## src/hw/rtl/c2rsb_pkg.sv

```systemverilog
// Shared types, widths and constants for the column-to-row span builder.
// Depends on nothing; every other file of the block imports it.
`timescale 1ns / 1ps

package c2rsb_pkg;

   // Field widths fixed by the channel formats.
   localparam int X_IN_W     = 12;
   localparam int ROW_W      = 6;
   localparam int BOT_W      = 7;
   localparam int XF_W       = 11;
   localparam int VH_W       = 7;

   // Width of the internal signed row arithmetic.
   localparam int ROW_CALC_W = 9;

   // Defaults for the top-level parameters.
   localparam int MAX_ROWS_DEF    = 64;
   localparam int COLUMN_BITS_DEF = 11;

   // Visible row count after reset.
   localparam logic [VH_W-1:0] VIEW_HEIGHT_RESET = 7'd64;

   typedef logic signed [ROW_CALC_W-1:0] row_calc_type;

   // Stand-in for the top row of a column that covers nothing. Any value well
   // above the deepest row gives the same comparisons.
   localparam row_calc_type ROW_NONE      = 9'sd200;
   localparam row_calc_type ROW_ONE       = 9'sd1;
   localparam row_calc_type ROW_MINUS_ONE = -9'sd1;

   // One accepted column request.
   typedef struct packed {
      logic [X_IN_W-1:0]       column_x;
      logic [ROW_W-1:0]        column_top;
      logic signed [BOT_W-1:0] column_bottom;
      logic                    column_empty;
      logic                    plane_start;
   } req_payload_type;

   // Sequencer states.
   typedef enum logic [2:0] {
      ST_IDLE,
      ST_TOP_CLOSE,
      ST_BOT_CLOSE,
      ST_TOP_OPEN,
      ST_BOT_OPEN
   } state_type;

   // Row sweep that the datapath works on.
   typedef enum logic [1:0] {
      PH_TOP_CLOSE,
      PH_BOT_CLOSE,
      PH_TOP_OPEN,
      PH_BOT_OPEN
   } phase_type;

   // Commands from the controller to the datapath.
   typedef struct packed {
      logic      load;
      phase_type phase;
      logic      step;
   } cmd_type;

   // Status from the datapath to the controller.
   typedef struct packed {
      logic more;
      logic emit_room;
   } status_type;

endpackage

```

## src/hw/rtl/c2rsb_ctrl.sv

```systemverilog
// Sequencer for the span builder: walks the four row sweeps of one column.
// Depends on c2rsb_pkg for the state, command and status types.
`timescale 1ns / 1ps

module c2rsb_ctrl import c2rsb_pkg::*; (
   input  logic       clock,
   input  logic       reset,
   input  logic       req_valid,
   output logic       req_ready,
   output cmd_type    cmd,
   input  status_type status
);

   state_type state_ff;
   state_type state_in;

   // State register.
   always_ff @(posedge clock) begin
      if (reset) begin
         state_ff <= ST_IDLE;
      end else begin
         state_ff <= state_in;
      end
   end

   // Next state and commands. A close sweep steps only when the span stage
   // has room; every sweep leaves once the datapath reports no more rows.
   always_comb begin
      state_in   = state_ff;
      req_ready  = 1'b0;
      cmd.load   = 1'b0;
      cmd.phase  = PH_TOP_CLOSE;
      cmd.step   = 1'b0;
      unique case (state_ff)
         ST_IDLE: begin
            req_ready = 1'b1;
            if (req_valid) begin
               cmd.load = 1'b1;
               state_in = ST_TOP_CLOSE;
            end
         end
         ST_TOP_CLOSE: begin
            cmd.phase = PH_TOP_CLOSE;
            if (status.more) begin
               cmd.step = status.emit_room;
            end else begin
               state_in = ST_BOT_CLOSE;
            end
         end
         ST_BOT_CLOSE: begin
            cmd.phase = PH_BOT_CLOSE;
            if (status.more) begin
               cmd.step = status.emit_room;
            end else begin
               state_in = ST_TOP_OPEN;
            end
         end
         ST_TOP_OPEN: begin
            cmd.phase = PH_TOP_OPEN;
            if (status.more) begin
               cmd.step = 1'b1;
            end else begin
               state_in = ST_BOT_OPEN;
            end
         end
         ST_BOT_OPEN: begin
            cmd.phase = PH_BOT_OPEN;
            if (status.more) begin
               cmd.step = 1'b1;
            end else begin
               state_in = ST_IDLE;
            end
         end
         default: begin
            state_in = ST_IDLE;
         end
      endcase
   end

endmodule

```

## config.mk

```make
export PLATFORM = sky130hd
export DESIGN_NAME = c2rsb_ctrl
export DESIGN_NICKNAME = d
export VERILOG_FILES = /design/src/hw/rtl/c2rsb_pkg.sv /design/src/hw/rtl/c2rsb_ctrl.sv
export SDC_FILE = /design/constraint.sdc
export NUM_CORES = 1
export LEC_CHECK = 0
export BUFFER_PORTS_ARGS = -buffer_cell sky130_fd_sc_hd__buf_2
export CORE_AREA = 2 2 39 41
export CTS_CLUSTER_SIZE = 12
export DETAILED_ROUTE_END_ITERATION = 8
export DIE_AREA = 0 0 41 43
export GPL_TIMING_DRIVEN = 0
export HOLD_SLACK_MARGIN = 0.02
export PLACE_DENSITY_LB_ADDON = 0.08
export RECOVER_POWER = 50
export SLEW_MARGIN = 0
export SYNTH_ARGS = -nofsm -noshare
export SYNTH_HDL_FRONTEND = slang
export SYNTH_SLANG_ARGS = --single-unit
```

## constraint.sdc

```tcl
create_clock -name clock -period 1 [get_ports clock]
set_input_delay 0.05 -clock clock [delete_from_list [all_inputs] [get_ports clock]]
set_output_delay 0.05 -clock clock [all_outputs]
set_load 0.005 [all_outputs]
```

==> results.txt <==
Clock-pin slew was measured on the worst setup and hold paths at 40 ps. The share of the yosys chip area belonging to registers is 0.259. In the finished design, the share of the clock period the worst path needs comes to 1.12. The global placement routability congestion came out at 0.641. The first global-routing pass estimated 1040 um of wire. Synthesis instantiated 19 different standard cells from the library. Max-cap violations in this run came to 0. The via count normalized by instance count is 4.08. The I/O pin count is 10. The combinational share of power came out at 0.293. Of the total power, the share spent switching nets is 0.286. The final design area excluding fillers is 387 um^2. For this configuration, the core starts out at a cell density of 0.167. The number of pins with negative max-slew slack in the final report is 0.

The remaining max-slew budget at the tightest pin came out at 0.880. Of the total synthesized cell area, the portion taken by full adders, half adders and majority gates is 0. The layout overhead on the synthesized area is 67.0%.

The die width is 41 um. After filler insertion, the fill cell instance count of the layout stands at 158. The portion of synthesized area spent on multiplexers is 0. The number of nets at the end of the flow is 49. The proportion of layout cells with a drive suffix above 1 came out at 0.651.

The part of the total power dissipated in the clock network is 0.416. In the final routed layout, each cell accounts on average for 11.1 um. Setup repair after global routing could not meet its margin everywhere.

After the flow finishes, the layout carries non-filler instances totaling 59. At the worst endpoint, the arrival time is 1070 ps. The checks that failed: setup timing.

Across every metal layer, demand over resource in global routing totals 0.0881. The initial antenna violation count came out at 0. The worst setup path is launched from a flop. Of the total synthesized cell area, the portion taken by XOR and XNOR cells is 0.0757.

The run finished, with violations left. The final critical-path setup slack came out at -117 ps. The worst setup path is captured at a primary output. The largest register by flop count is state_ff. Summed over all failing endpoints, the final setup total negative slack is -400 ps.

The count of warnings emitted by yosys is 0. The HPWL after detailed placement is 410 um. The flip-flop count of the largest register, all copies and words added is 3. The antenna diode count is 0. The total overflow left after global routing is 0. The post-detailed-route count of antenna-violating nets is 0.

The mapped cell area came out at 231 um^2. The share of the core filled with cells came out at 0.279. The CTS buffer count came out at 3. Of the total synthesized cell area, the portion taken by AND, OR, NAND and NOR gates is 0.400. The number of standard-cell rows in the floorplan came out at 14.

The overall power consumption came out at 0.520 mW. For this run, the detailed router's first-pass iteration total came to 1. The class of the most critical hold timing path is in -> reg. The critical path is of the reg -> out type.

The setup slack after placement is 47.7 ps. In this run the register-to-register setup slack is 40 ps. The post-placement cell count is 52. The post-detailed-placement cell area came out at 297 um^2. The detailed-route DRC error count is 0. The synthesized design contains 3 register bits. Setup violations remaining at the end of the flow were counted as 5. The sequential power share is 0.291. By area, the combinational part of the netlist is dominated by simple AND/OR/NAND/NOR gates.

CTS built an H-tree with a depth of 1. No sink is reached through more buffers than the 2 on the longest clock path. Internal power comes to 0.371 mW. The total wire length is 654 um. The synthesized area divided by synthesized cell count came out at 8.57 um^2. VDD sags by at most 0.471 mV. TritonCTS built the clock tree. The highest achievable clock rate is 895 MHz. The number of port buffers is 9. The switching power summed over all nets came out at 0.149 mW.

The die covers 1760 um^2. The transition time at the pin with the least slew margin came out at 179 ps. The via count of the first global-routing pass is 223. The tree built by TritonCTS fans out to 3 sinks.

The cell sitting at the root of the clock tree is a sky130_fd_sc_hd__clkbuf_4. The total core area is 1380 um^2. The post-synth net total came out at 32. Across all layers, the routed design uses 241 vias.

For the final database, setup skew stands at 1.11 ps. The endpoint required time on the critical path is 950 ps. The post-synthesis compound-gate area fraction was 0.162. The maximum fanout count along the critical path is 5. The largest registers in the layout are state_ff: 3 flops.

The pin count of the biggest net entering global routing came out at 11. The static leakage power came out at 0.173 nW. The worst hold slack across all endpoints is 130 ps.

The number of endpoints with negative hold slack in the final report came out at 0. The die is 43 um tall. Counting I/O delays and the setup requirement, the final critical path takes 1120 ps. The insertion delay to the later sink of the worst-skew pair came out at 230 ps.

The detailed router finished its first iteration with 0 violations. The power density normalized to cell area came out at 1350 nW/um^2. The count of mapped cells out of synthesis is 27.
[final cells by class]
type,instances,area [um^2],share of cell area
Tap cell,16,20.0,0.0518
Sequential cell,3,65.1,0.168
Timing Repair Buffer,13,81.3,0.210
Clock buffer,4,26.3,0.0680
Buffer,2,22.5,0.0583
Multi-Input combinational cell,21,171,0.443
[what timing repair did]
item	in CTS	in global routing
setup buffers	2	0
setup endpoints to repair	5	6
gates resized for setup	12	1
gates cloned	1	0
hold buffers	1	0
pin swaps	1	2
hold endpoints to repair	2	0
[final timing paths]
check,from,end,cells past startpoint
hold reg to reg,state_ff[2],state_ff[1],2
setup reg to reg,state_ff[1],state_ff[0],4
setup / recovery,state_ff[1],cmd[3],4
hold / removal,status[1],state_ff[2],3
[cells by family (layout without fill, tap and decap cells)]
group	count (synthesis)	count (layout)
AND/OR/NAND/NOR	13	13
XOR/XNOR	2	2
buffers and inverters	3	19
flip-flops	3	3
AO/OA/AOI/OAI	6	6
[worst max-delay path: stages, from the launching register on]
cell	delay [ps]
sky130_fd_sc_hd__dfxtp_2	330
sky130_fd_sc_hd__buf_6	140
sky130_fd_sc_hd__nor2b_4	100
sky130_fd_sc_hd__nor3b_2	150
sky130_fd_sc_hd__buf_2	130
[cell usage after synthesis, drive strengths merged]
| cell type | n | area (um^2) |
|---|---|---|
| a21oi | 2 | 10.0 |
| a22o | 1 | 8.76 |
| a32oi | 1 | 8.76 |
| and2b | 2 | 17.5 |
| buf | 3 | 23.8 |
| dfxtp | 3 | 60.1 |
| nand2 | 1 | 3.75 |
| nor2 | 3 | 11.3 |
| nor2b | 2 | 15.0 |
| nor3 | 3 | 25.0 |
| nor3b | 1 | 7.51 |
| nor4 | 1 | 12.5 |
| o21ai | 2 | 10.0 |
| xnor2 | 2 | 17.5 |
[cell usage in the layout, fill, tap and decap left out, types with 2 or more instances in the layout]
cell and n:
sky130_fd_sc_hd__a21oi_1 2, sky130_fd_sc_hd__nor2_1 2, sky130_fd_sc_hd__clkbuf_4 3, sky130_fd_sc_hd__buf_2 9
sky130_fd_sc_hd__nor3_2 2, sky130_fd_sc_hd__buf_6 3, sky130_fd_sc_hd__xnor2_1 2, sky130_fd_sc_hd__buf_4 2
[power groups by stage]
| stage | logic [mW] | registers [mW] | clock network (mW) |
|---|---|---|---|
| finish | 0.152 | 0.151 | 0.216 |
| global route | 0.166 | 0.154 | 0.250 |
| CTS | 0.153 | 0.151 | 0.227 |
| detailed placement | 0.135 | 0.134 | 0 |
| global placement | 0.133 | 0.134 | 0 |
| floorplan | 0.0938 | 0.134 | 0 |
[metal layers]
layer  track usage  part of all wire
met1         0.127              0.50
met3        0.0681             0.057
met4             0                 0
met5             0                 0
met2         0.109              0.45
(Power assumes the default switching activity.)
